**config.mk**
```make
export PLATFORM = sky130hd
export DESIGN_NAME = byte_double_ended_queue_core
export DESIGN_NICKNAME = d
export VERILOG_FILES = /design/src/hdl/bdeq_pkg.sv /design/src/hdl/bdeq_datapath.sv /design/src/hdl/bdeq_ctrl.sv /design/src/hdl/byte_double_ended_queue_core.sv
export VERILOG_INCLUDE_DIRS = /design/src /design/src/hdl
export SDC_FILE = /design/constraint.sdc
export NUM_CORES = 1
export LEC_CHECK = 0
export BUFFER_PORTS_ARGS = -buffer_cell sky130_fd_sc_hd__buf_4
export CORE_MARGIN = 2
export CORE_UTILIZATION = 55
export CTS_BUF_LIST = sky130_fd_sc_hd__clkbuf_8
export DETAILED_ROUTE_END_ITERATION = 8
export PLACE_DENSITY = 0.72
export SYNTH_ARGS = -nofsm -noshare
export SYNTH_HDL_FRONTEND = slang
export SYNTH_SLANG_ARGS = --single-unit
```
**constraint.sdc**
```tcl
create_clock -name clk -period 3.72 [get_ports clk]
set_input_delay 0.186 -clock clk [delete_from_list [all_inputs] [get_ports clk]]
set_output_delay 0.186 -clock clk [all_outputs]
set_load 0.01 [all_outputs]
```
**src/hdl/byte_double_ended_queue_core_defines.svh**
```systemverilog
// ---------------------------------------------------------------------------
// Assertion macros for the byte deque core
// Both macros expect clk and rst to be visible at the point of use.
// ---------------------------------------------------------------------------
`ifndef BYTE_DOUBLE_ENDED_QUEUE_CORE_DEFINES_SVH
`define BYTE_DOUBLE_ENDED_QUEUE_CORE_DEFINES_SVH

`ifndef NO_ASSERTIONS
// checked outside reset only
`define BDEQ_ASSERT(lbl, prop) \
  lbl: assert property (@(posedge clk) disable iff (rst) (prop)) \
    else $error("bdeq assertion failed");
// checked on every edge, reset included
`define BDEQ_ASSERT_ALWAYS(lbl, prop) \
  lbl: assert property (@(posedge clk) (prop)) \
    else $error("bdeq assertion failed");
`else
`define BDEQ_ASSERT(lbl, prop)
`define BDEQ_ASSERT_ALWAYS(lbl, prop)
`endif

`endif

```
**src/hdl/bdeq_pkg.sv**
```systemverilog
// ---------------------------------------------------------------------------
// bdeq_pkg
// Opcodes, status codes, controller states and command struct of the deque.
// ---------------------------------------------------------------------------
package bdeq_pkg;

  localparam int FILL_W = 5;

  typedef enum logic [1:0] {
    OP_PUSH_BACK  = 2'd0,
    OP_PUSH_FRONT = 2'd1,
    OP_POP_BACK   = 2'd2,
    OP_POP_FRONT  = 2'd3
  } op_t;

  typedef enum logic [1:0] {
    ST_DONE  = 2'd0,
    ST_EMPTY = 2'd1,
    ST_FULL  = 2'd2
  } status_t;

  typedef enum logic [1:0] {
    S_IDLE   = 2'd0,
    S_EXEC   = 2'd1,
    S_RESULT = 2'd2
  } state_t;

  typedef struct packed {
    logic load_in;   // capture the input word
    logic exec;      // update ring pointers, write or read the store
    logic load_out;  // move the result into the output register
  } cmd_t;

endpackage

```
**src/hdl/bdeq_datapath.sv**
```systemverilog
// ---------------------------------------------------------------------------
// bdeq_datapath
// Ring storage, front pointer, fill count and result register of the deque.
// ---------------------------------------------------------------------------
`include "byte_double_ended_queue_core_defines.svh"

module bdeq_datapath import bdeq_pkg::*; #(
  parameter int DEPTH = 16
) (
  input  logic              clk,
  input  logic              rst,
  input  cmd_t              cmd,
  input  logic [1:0]        op,
  input  logic [7:0]        push_value,
  output logic [7:0]        pop_value,
  output logic [1:0]        status,
  output logic [FILL_W-1:0] fill_count
);

  localparam int IW = (DEPTH > 1) ? $clog2(DEPTH) : 1;
  localparam int CW = $clog2(DEPTH + 1);

  logic [7:0]    mem [DEPTH];
  logic [7:0]    rd_data;

  op_t           op_r;
  logic [7:0]    value_r;
  logic [IW-1:0] front;
  logic [IW-1:0] front_next;
  logic [CW-1:0] count;
  logic [CW-1:0] count_next;
  status_t       status_r;
  logic          pop_ok_r;

  logic          is_push;
  logic          ok;
  logic [IW-1:0] front_dec;
  logic [IW-1:0] front_inc;
  logic [IW-1:0] count_lo;
  logic [IW-1:0] count_m1;
  logic [IW-1:0] back_wr_slot;
  logic [IW-1:0] back_rd_slot;
  logic          we;
  logic          re;
  logic [IW-1:0] waddr;
  logic [IW-1:0] raddr;
  status_t       status_now;

  // (front + offset) mod DEPTH; both terms are below DEPTH
  function automatic logic [IW-1:0] ring_slot(input logic [IW-1:0] base,
                                              input logic [IW-1:0] offset);
    logic [IW:0] sum;
    sum = {1'b0, base} + {1'b0, offset};
    if (sum >= (IW+1)'(DEPTH)) begin
      sum = sum - (IW+1)'(DEPTH);
    end
    return sum[IW-1:0];
  endfunction

  always_comb begin
    is_push      = ~op_r[1];
    ok           = is_push ? (count != CW'(DEPTH)) : (count != '0);
    front_dec    = (front == '0) ? IW'(DEPTH - 1) : front - IW'(1);
    front_inc    = (front == IW'(DEPTH - 1)) ? '0 : front + IW'(1);
    count_lo     = count[IW-1:0];
    count_m1     = count_lo - IW'(1);
    back_wr_slot = ring_slot(front, count_lo);
    back_rd_slot = ring_slot(front, count_m1);

    we    = cmd.exec && is_push && ok;
    re    = cmd.exec && !is_push && ok;
    waddr = (op_r == OP_PUSH_BACK) ? back_wr_slot : front_dec;
    raddr = (op_r == OP_POP_BACK) ? back_rd_slot : front;

    front_next = front;
    count_next = count;
    if (cmd.exec && ok) begin
      if (is_push) begin
        count_next = count + CW'(1);
      end else begin
        count_next = count - CW'(1);
      end
      if (op_r == OP_PUSH_FRONT) begin
        front_next = front_dec;
      end else if (op_r == OP_POP_FRONT) begin
        front_next = front_inc;
      end
    end

    if (ok) begin
      status_now = ST_DONE;
    end else if (is_push) begin
      status_now = ST_FULL;
    end else begin
      status_now = ST_EMPTY;
    end
  end

  always_ff @(posedge clk) begin
    if (we) begin
      mem[waddr] <= value_r;
    end
  end

  always_ff @(posedge clk) begin
    if (re) begin
      rd_data <= mem[raddr];
    end
  end

  always_ff @(posedge clk) begin
    if (rst) begin
      front <= '0;
      count <= '0;
    end else begin
      front <= front_next;
      count <= count_next;
    end
  end

  always_ff @(posedge clk) begin
    if (cmd.load_in) begin
      op_r    <= op_t'(op);
      value_r <= push_value;
    end
    if (cmd.exec) begin
      status_r <= status_now;
      pop_ok_r <= re;
    end
    if (cmd.load_out) begin
      pop_value  <= pop_ok_r ? rd_data : 8'd0;
      status     <= status_r;
      fill_count <= FILL_W'(count);
    end
  end

  `BDEQ_ASSERT(a_count_bound, count <= CW'(DEPTH))
  `BDEQ_ASSERT(a_front_bound, front <= IW'(DEPTH - 1))
  `BDEQ_ASSERT(a_reject_holds, cmd.exec && !ok |=> count == $past(count) && front == $past(front))
  `BDEQ_ASSERT(a_ok_done, cmd.exec && ok |=> status_r == ST_DONE)

endmodule

```
**src/hdl/bdeq_ctrl.sv**
```systemverilog
// ---------------------------------------------------------------------------
// bdeq_ctrl
// Sequencer for one deque operation and valid flag of the result register.
// ---------------------------------------------------------------------------
`include "byte_double_ended_queue_core_defines.svh"

module bdeq_ctrl import bdeq_pkg::*; (
  input  logic clk,
  input  logic rst,
  input  logic in_valid,
  output logic in_ready,
  output logic out_valid,
  input  logic out_ready,
  output cmd_t cmd
);

  state_t state;
  state_t state_next;
  logic   out_free;

  assign out_free = !out_valid || out_ready;

  always_comb begin
    state_next = state;
    case (state)
      S_IDLE: begin
        if (in_valid) begin
          state_next = S_EXEC;
        end
      end
      S_EXEC: begin
        state_next = S_RESULT;
      end
      S_RESULT: begin
        if (out_free) begin
          state_next = S_IDLE;
        end
      end
      default: begin
        state_next = S_IDLE;
      end
    endcase
  end

  always_comb begin
    in_ready     = 1'b0;
    cmd.load_in  = 1'b0;
    cmd.exec     = 1'b0;
    cmd.load_out = 1'b0;
    case (state)
      S_IDLE: begin
        in_ready    = 1'b1;
        cmd.load_in = in_valid;
      end
      S_EXEC: begin
        cmd.exec = 1'b1;
      end
      S_RESULT: begin
        cmd.load_out = out_free;
      end
      default: begin
        in_ready = 1'b0;
      end
    endcase
  end

  always_ff @(posedge clk) begin
    if (rst) begin
      state     <= S_IDLE;
      out_valid <= 1'b0;
    end else begin
      state <= state_next;
      if (cmd.load_out) begin
        out_valid <= 1'b1;
      end else if (out_ready) begin
        out_valid <= 1'b0;
      end
    end
  end

  `BDEQ_ASSERT(a_accept_exec, in_valid && in_ready |=> state == S_EXEC)
  `BDEQ_ASSERT(a_exec_result, state == S_EXEC |=> state == S_RESULT)
  `BDEQ_ASSERT(a_result_posted, state == S_RESULT && !out_valid |=> state == S_IDLE && out_valid)
  `BDEQ_ASSERT_ALWAYS(a_reset_clear, rst |=> state == S_IDLE && !out_valid)

endmodule

```
**src/hdl/byte_double_ended_queue_core.sv**
```systemverilog
// ---------------------------------------------------------------------------
// byte_double_ended_queue_core
// Bounded deque of bytes in a ring buffer: push or pop at either end.
//
//   channel  direction  handshake             payload
//   in       to core    in_valid / in_ready   op, push_value
//   out      from core  out_valid / out_ready pop_value, status, fill_count
//
// Each word passes through capture, execute (pointer update plus store
// write or registered store read) and result load. A new word is taken once
// the previous one has reached the output register, so a waiting result
// does not block the next word. A stalled output holds the last result and
// the core waits in its result step. Reset clears pointers and fill count;
// the store is not cleared.
// ---------------------------------------------------------------------------
module byte_double_ended_queue_core import bdeq_pkg::*; #(
  parameter int DEPTH = 16
) (
  input  logic              clk,
  input  logic              rst,
  input  logic              in_valid,
  output logic              in_ready,
  input  logic [1:0]        op,
  input  logic [7:0]        push_value,
  output logic              out_valid,
  input  logic              out_ready,
  output logic [7:0]        pop_value,
  output logic [1:0]        status,
  output logic [FILL_W-1:0] fill_count
);

  cmd_t cmd;

  bdeq_ctrl u_ctrl (
    .clk       (clk),
    .rst       (rst),
    .in_valid  (in_valid),
    .in_ready  (in_ready),
    .out_valid (out_valid),
    .out_ready (out_ready),
    .cmd       (cmd)
  );

  bdeq_datapath #(
    .DEPTH (DEPTH)
  ) u_datapath (
    .clk        (clk),
    .rst        (rst),
    .cmd        (cmd),
    .op         (op),
    .push_value (push_value),
    .pop_value  (pop_value),
    .status     (status),
    .fill_count (fill_count)
  );

endmodule

```
### After elaboration in Yosys (flattened, before gate mapping)

Memory sizes are Yosys's and may differ from the RTL's. A register that Yosys moved wholly into a read port is not among the register bits.
Cells that the tools add are included.

* add/subtract/negate cells: 9
* magnitude comparators: 2
* equality and inequality tests: 9
* muxes and demuxes: 22
* bitwise logic cells: 1
* reduce and logical (&&, ||, !) cells: 15

Operators with widths (number)
* $mux 4: 8
* $sub 4x1->4 const B: 4
* $add 4x4->5: 2
* $ge 5x5->1 const B: 2
* $mux 1: 9
* $eq 2x2->1 const B: 3
* $mux 2: 3
* $pmux 2 s3: 1
* $add 5x1->5 const B: 1
* $logic_and 1x1->1: 5
* $mux 5: 1
* $ne 5x5->1 const B: 1
* $reduce_bool 5->1: 1
* $sub 5x1->5 const B: 1
* $add 4x1->4 const B: 1
* $eq 2x1->1 const B: 2
* $eq 4x4->1 const B: 1
* $logic_not 2->1: 2
* $logic_not 4->1: 1
* $reduce_and 2->1: 2
* $reduce_bool 2->1: 2
* $ne 2x1->1 const B: 1
* $ne 2x2->1 const B: 1
* $logic_not 1->1: 1
* 2 further kinds: 2

* flip-flop bits (word level): 40
* bits in writable memories: 128
* input bits: 14
* output and inout bits: 17
* logic and storage cells: 70
* memories: 1

Memory list
* u_datapath.mem: words 16, bits a word 8, rd ports 1, clocked after Yosys merged registers in 1, wr ports 1, RTL line bdeq_datapath.sv:23 `logic [7:0] mem [DEPTH];`

### Longest topological paths before layout

Gate-level depths: netlist of run 1.

* depth in word-level cells: 6
* gate-level depth with buffers: 11
* depth with buffers taken out: 10

### Hierarchy

Synthesis of run 1 repeated with hierarchy kept, for this count alone.

* cells, all modules: 453
* area, all modules: 7397.1 um^2

By module, submodules not included
* bdeq_datapath: times used 1, cells each 440, area each 7258.2 um^2, sequential area each 5104.9 um^2
* bdeq_ctrl: times used 1, cells each 13, area each 138.9 um^2, sequential area each 60.1 um^2

### Least setup slack after synthesis of run 1

OpenSTA, ideal clock, no wires.

* kind: register to register
* start: reg u_datapath.count[0]
* end: reg u_datapath.rd_data[0] (read register of u_datapath.mem) (data pin)
* setup time: 260 ps
* arrival time: 2515 ps
* required time: 3460 ps
* path slack: 946 ps
* cell stages (with the launch flop): 11
* path buffers: 0
* period minus slack after synthesis: 2774 ps
* cells stage by stage: dfxtp_1 inv_1 ha_1 inv_1 ha_1 a21o_1 a21oi_1 xnor2_1 nand2_1 xor2_1 mux2_2

* longest elaborated chain between the ends: 5
* elaborated cells between the ends (all ways): 10
* those cells by class: add/sub (3); order compare (1); eq/ne (1); mux (3); reduce/logical (2)

Ends and longest elaborated chain
* start: declaration: RTL line bdeq_datapath.sv:30 `logic [CW-1:0] count;`
* start signal: assignment: RTL line bdeq_datapath.sv:117 `count <= count_next;`
* $sub 4x1->4 *: RTL line bdeq_datapath.sv:66 `count_m1 = count_lo - IW'(1);`
* named net u_datapath.count_m1[0]: RTL line bdeq_datapath.sv:40 `logic [IW-1:0] count_m1;`
* $add 4x4->5 *: RTL line bdeq_datapath.sv:53 `sum = {1'b0, base} + {1'b0, offset};`
* $sub 4x1->4 / $ge 5x5->1 (equally long branches): RTL line bdeq_datapath.sv:55, bdeq_datapath.sv:54
* $mux 4 *: RTL line bdeq_datapath.sv:54 `if (sum >= (IW+1)'(DEPTH)) begin`
* $mux 4 *: RTL line bdeq_datapath.sv:73 `raddr = (op_r == OP_POP_BACK) ? back_rd_slot : front;`
* end: declaration: RTL line bdeq_datapath.sv:24 `logic [7:0] rd_data;`

The timed path passes the listed nets; every way through them passes the cells marked *.
A chain may end at the register's enable or synchronous reset.

### Final worst setup path of run 1

Ends and elaborated chain as after synthesis.

==> impl_metrics.yaml, run 1 <==
drt:
  route.detailed.wl_per_inst_um: 20.5
  dr.pass1.iters: 4
  ant_nets: 0
  drt_iter0_markers: 371
  totalWireLength_um: 14300
  drt_drc_violations_left: 0
  routed_via_count_divided_by_cell_count: 5.72
  dr_total_vias: 3981
die:
  die_width_um: 120
  core_um2: 13100
  die_y_um: 120
  rows: 42
  die_area_um2: 14300
  initial_utilization_pct: 56.0
  io_pins: 31
yosys:
  synthFlopType: "sky130_fd_sc_hd__edfxtp_1"
  synth_largest_type_area_fraction_pct: 67.0
  synth_fp_nets: 482
  syn_avg_cell_area_um2: 16.2
  ys_ff_latch: 176
  async_flop_share_pct: 0
  ys_top_cells_by_area: "sky130_fd_sc_hd__edfxtp_1, sky130_fd_sc_hd__mux2i_1, sky130_fd_sc_hd__mux2_2"
  synth_edf_count: 164
  synth_cells: 453
  seq_total_area_yosys_pct: 70.3
  synth.lib_cells_used.distinct: 40
  synth_warnings: 0
  netlist_area_um2: 7350
  yosysTopAreaCell: "sky130_fd_sc_hd__edfxtp_1"
job:
  max_cap_violations: 0
power:
  power_density_nw_per_um2: 483
  power.ir.vdd_worst_mv: 0.324
  leakage_nw: 2.95
sta:
  finalHoldViolations: 0
  setup_total_negative_slack_ns: 0
  worstMarginPinSlew_ns: 0.886
  timing_max_transition_violations_final: 0
  rsz0062_at_grt: "no"
  max_freq_ghz: 0.316
  period_needed_ns: 3.16
  timing.final.crit_share_pct: 85.1
  relSlewSlack_pct: 40.7
  finish_stage_setup_viols: 0
  post_route_skew_ns: 0.00887
min_path:
  hold_start: "out_ready"
  hold_class: "input pin to flop"
global_route:
  grt_antenna_before_repair: 0
  gr-total-overflow: 0
  grt_start_max_net_pins: 62
  grt_pass1_wl_um: 22100
  grt_use_total_pct: 21.2
  first_global_vias: 3892
critical_path:
  cp.arrival_ns: 3.37
  timing.rr.start: "u_datapath.count[0]$_SDFFE_PP0P_"
  crit_fanout: 8
  cp_data_required_time_ns: 3.93
  worst_setup_path_start_kind: "flop"
  critical_path_class: "flop to flop"
  cp-end-kind: "flop"
  worstSetupStartpoint: "u_datapath.count[0]$_SDFFE_PP0P_"
final_layout:
  layout.cells.most_common: "sky130_fd_sc_hd__edfxtp_1"
  layout_common_cells: "sky130_fd_sc_hd__edfxtp_1, sky130_fd_sc_hd__mux2i_1, sky130_fd_sc_hd__buf_4"
  fill_cells: 973
  instances_no_fill: 696
  n_antenna_cell: 0
  utilization_pct: 62.9
  post_route_cells_drive_above_1_share_pct: 20.0
  area.growth.synth_to_final_pct: 12.4
  finish.net_count: 536
clock_tree:
  cts-resized-gates: 0
  worstSkewPairLatency_ns: 0.45
  tritoncts: "done"
  clk_pin_slew_ns: 0.08
  tritoncts.num_buffers: 17
  cts.root.buffer_cell: "sky130_fd_sc_hd__clkbuf_8"
  cts_max_path_buffers: 2
  cts.htree.levels: 4
  cts_sinks: 176
placement:
  dp_hpwl_um: 9450
  place_congestion: 0.865
  place_inst: 653
  numPortBuffers: 30
run_status:
  status: "completed"
==> worst max-delay path, cell delays in order, from the launching register on <==
cell and delay, ns:
sky130_fd_sc_hd__dfxtp_1 0.49, sky130_fd_sc_hd__inv_1 0.11, sky130_fd_sc_hd__ha_1 0.34, sky130_fd_sc_hd__inv_1 0.05
sky130_fd_sc_hd__ha_1 0.27, sky130_fd_sc_hd__a21o_1 0.17, sky130_fd_sc_hd__a21oi_1 0.16, sky130_fd_sc_hd__xnor2_1 0.14
sky130_fd_sc_hd__nand2_1 0.08, sky130_fd_sc_hd__xor2_1 0.68, sky130_fd_sc_hd__mux2_2 0.42
==> worst paths after layout <==
check             cells past startpoint                         endpoint  slack (ns)
setup reg to reg                     10  u_datapath.rd_data[0]$_DFFE_PP_        0.56
hold / removal                        3    u_ctrl.out_valid$_SDFFE_PP0P_        0.06
setup / recovery                     10  u_datapath.rd_data[0]$_DFFE_PP_        0.56
hold reg to reg                       0   u_datapath.status[1]$_DFFE_PP_        0.42
==> registers in the layout, summed over array words and instances (netlist names), 4 cells and up <==
signal,cells
u_datapath.rd_data,8
u_datapath.mem,128
u_datapath.count,5
u_datapath.front,4
u_datapath.pop_value,8
u_datapath.value_r,8
u_datapath.fill_count,5
==> power breakdown <==
group	switching (mW)	total [mW]	internal [mW]	leakage (nW)
Sequential	0.0487	2.26	2.21	1.59
Clock	0.644	1.29	0.646	0.192
Combinational	0.237	0.445	0.209	1.17
==> cell type report <==
type	instances	area, um^2	area share, %
well taps	176	220	2.66
clock inverters	15	153	1.85
flip-flops and latches	176	5160	62.5
repair buffers	51	423	5.12
clock buffers	17	234	2.83
inverters	10	37.5	0.454
multi-input cells	251	2030	24.6
==> synthesized netlist by cell type (5+ instances only) <==
cell	count
sky130_fd_sc_hd__edfxtp_1	164
sky130_fd_sc_hd__mux2i_1	41
sky130_fd_sc_hd__mux2_2	34
sky130_fd_sc_hd__nor2_1	30
sky130_fd_sc_hd__a221oi_1	15
sky130_fd_sc_hd__nand2_1	15
sky130_fd_sc_hd__o22ai_1	15
sky130_fd_sc_hd__a21oi_1	14
sky130_fd_sc_hd__dfxtp_1	12
sky130_fd_sc_hd__ha_1	12
sky130_fd_sc_hd__and2_1	10
sky130_fd_sc_hd__inv_1	10
sky130_fd_sc_hd__xnor2_1	10
sky130_fd_sc_hd__o21ai_0	7
sky130_fd_sc_hd__clkbuf_1	6
sky130_fd_sc_hd__xor2_1	6
sky130_fd_sc_hd__a21o_1	5
sky130_fd_sc_hd__nand2b_1	5
==> cells by family after synthesis <==
logic type | after synthesis | synth area share, %
AOI/OAI and AO/OA | 65 | 6.02
xor gates and xnor gates | 16 | 1.91
adders and majority gates | 15 | 2.86
buffers and inverters | 26 | 2.08
DFF | 176 | 70.3
muxes | 81 | 12.0
and+or+nand+nor | 74 | 4.87
==> per-stage QoR <==
step / hold WS [ns] / total power [mW] / setup WS [ns] / area [um^2]
after floorplan: 0.258 / 2.62 / 0.946 / 7350
after global placement: 0.365 / 2.72 / 0.597 / 7770
after detailed placement: 0.365 / 2.73 / 0.594 / 7770
after CTS: 0.0326 / 4.01 / 0.542 / 8270
after global routing: 0.0585 / 4.13 / 0.381 / 8270
final: 0.0565 / 3.99 / 0.556 / 8270
==> routing by layer <==
| layer | global-route usage (%) | wire length, um | up-vias |
|---|---|---|---|
| li1 | - | - | 1849 |
| met1 | 31.1 | 6520 | 1956 |
| met2 | 31.0 | 6480 | 157 |
| met3 | 5.42 | 1050 | 19 |
| met4 | 7.72 | 248 | 0 |
| met5 | 0 | 0 | - |
==> repair_timing <==
action / CTS / global route
setup buffers: 0 / 0
hold endpoints to repair: 22 / 0
hold buffers: 11 / 0
Note: power is estimated with default switching activity, not from simulation.
==> inputs of run 2 (changes only) <==
==> constraint.sdc (replaced) <==
create_clock -name clk -period 3.4 [get_ports clk]
set_input_delay 0.17 -clock clk [delete_from_list [all_inputs] [get_ports clk]]
set_output_delay 0.17 -clock clk [all_outputs]
set_load 0.01 [all_outputs]
==> run 2 against run 1 <==
Register-to-register slack worse by 0.24 ns. Setup slack worse by 0.24 ns. Cell area is 1.0% higher. Critical path type unchanged. Power is 10% higher. Sequential share of layout area is 0.62 points lower. Combinational power is 11% higher. Sequential cell count stayed put. Cell count is 1.3% higher.
==> impl_metrics.yaml, run 2 (same netlist as run 1, synthesis figures left out) <==
run_status:
  status: "completed"
clock_tree:
  tritoncts: "done"
  cts.htree.levels: 4
  cts.root.buffer_cell: "sky130_fd_sc_hd__clkbuf_8"
  cts_sinks: 176
  clk_pin_slew_ns: 0.08
  tritoncts.num_buffers: 17
  worstSkewPairLatency_ns: 0.45
  cts-resized-gates: 0
  cts_max_path_buffers: 2
die:
  rows: 42
  io_pins: 31
  die_area_um2: 14300
  initial_utilization_pct: 56.0
  core_um2: 13100
  die_y_um: 120
  die_width_um: 120
critical_path:
  crit_fanout: 15
  critical_path_class: "flop to flop"
  max_stage_delay_ns: 0.51
  cp.arrival_ns: 3.28
  critPathBufInv: 1
  timing.critical_path.cells: "inv_1 > ha_1 > fa_1 > mux2i_4 > nand2_1 > o22ai_1 > a221oi_1 > mux2_2"
  setup.reg_to_reg.worst_slack_ns: 0.32
  cpMaxStageDelayCell: "sky130_fd_sc_hd__dfxtp_1"
  cp_data_required_time_ns: 3.60
  cp-end-kind: "flop"
  timing.critical_path.max_delay_family: "adder cells"
  worst_setup_path_start_kind: "flop"
final_layout:
  post_route_cells_drive_above_1_share_pct: 21.9
  multi_input_comb_area_um2: 2030
  finish.net_count: 545
  largest-register: "u_datapath.mem"
  n_antenna_cell: 0
  area.growth.synth_to_final_pct: 13.6
  layout.cells.most_common: "sky130_fd_sc_hd__edfxtp_1"
  fill_cells: 945
  largest_register_ffs: 128
  layout_common_cells: "sky130_fd_sc_hd__edfxtp_1, sky130_fd_sc_hd__buf_4, sky130_fd_sc_hd__mux2i_1"
  regArea_um2: 5160
job:
  max_cap_violations: 0
placement:
  dp_hpwl_um: 9670
  place_congestion: 0.839
  numPortBuffers: 30
sta:
  timing.final.crit_share_pct: 90.7
  post_route_skew_ns: 0.0125
  setup_total_negative_slack_ns: 0
  period_needed_ns: 3.08
  relSlewSlack_pct: 52.7
  timing_max_transition_violations_final: 0
  rsz0062_at_grt: "no"
  max_freq_ghz: 0.324
  finish_stage_setup_viols: 0
  worstMarginPinSlew_ns: 0.710
  finalHoldViolations: 0
  fin_hold_ws_ns: 0.0359
drt:
  dr_total_vias: 4035
  ant_nets: 0
  route.detailed.wl_per_inst_um: 20.1
  totalWireLength_um: 14200
  drt_drc_violations_left: 0
  drt_iter0_markers: 392
  dr.pass1.iters: 5
  routed_via_count_divided_by_cell_count: 5.72
min_path:
  hold_class: "input pin to flop"
global_route:
  gr-total-overflow: 0
  grt_use_total_pct: 21.1
  first_global_vias: 3812
  grt_pass1_wl_um: 21900
  grt_start_max_net_pins: 62
  grt_antenna_before_repair: 0
power:
  power_density_nw_per_um2: 526
  power.ir.vdd_worst_mv: 0.357
  leakage_nw: 3.02
## run 2: timing repair
item	4_1_cts	5_1_grt
endpoints found under the hold margin	22	0
hold buffers	11	0
setup buffers	0	0
## run 2: path summary, 6_finish.rpt
kind	cells after the start	from	to
hold / removal	3	out_ready	u_ctrl.out_valid$_SDFFE_PP0P_
setup / recovery	8	u_datapath.count[0]$_SDFFE_PP0P_	u_datapath.rd_data[4]$_DFFE_PP_
hold reg to reg	0	u_datapath.status_r[1]$_SDFFCE_PN0N_	u_datapath.status[1]$_DFFE_PP_
setup reg to reg	8	u_datapath.count[0]$_SDFFE_PP0P_	u_datapath.rd_data[4]$_DFFE_PP_
## run 2: stage by stage
step	total power, mW	worst slack, ns	util (%)	cells	area [um^2]
2_1_floorplan	2.86	0.626	-	453	7350
3_3_place_gp	2.98	0.514	59.7	662	7840
3_5_place_dp	2.99	0.379	59.7	662	7840
4_1_cts	4.41	0.356	63.6	705	8350
5_1_grt	4.54	0.144	63.6	705	8350
6_report	4.39	0.317	63.6	705	8350
## run 2: area by class of cell
cell class / count / area share, %
Multi-Input combinational cell: 251 / 24.4
Clock buffer: 17 / 2.80
Clock inverter: 15 / 2.01
Tap cell: 176 / 2.64
Sequential cell: 176 / 61.9
Timing Repair Buffer: 60 / 5.87
Inverter: 10 / 0.450
## run 2: metal layers
layer | global-route usage (%) | up-vias | part of all wire [%]
met5 | 0 | - | 0
met4 | 9.78 | 0 | 2.7
met3 | 4.61 | 24 | 7.2
met2 | 31.1 | 178 | 46
met1 | 30.4 | 1964 | 45
li1 | - | 1869 | -
## run 2: power by group
group          internal [mW]  leakage, nW  total (mW)  switching, mW
Sequential              2.42         1.59        2.47         0.0540
Clock                  0.722        0.208        1.43          0.711
Combinational          0.232         1.22       0.492          0.260
Total                   3.37         3.02        4.39           1.03
## run 2: tightest hold or removal path, stage by stage
cell and delay, ns:
sky130_fd_sc_hd__buf_4 0.08, sky130_fd_sc_hd__nand2b_1 0.12, sky130_fd_sc_hd__a21oi_1 0.06
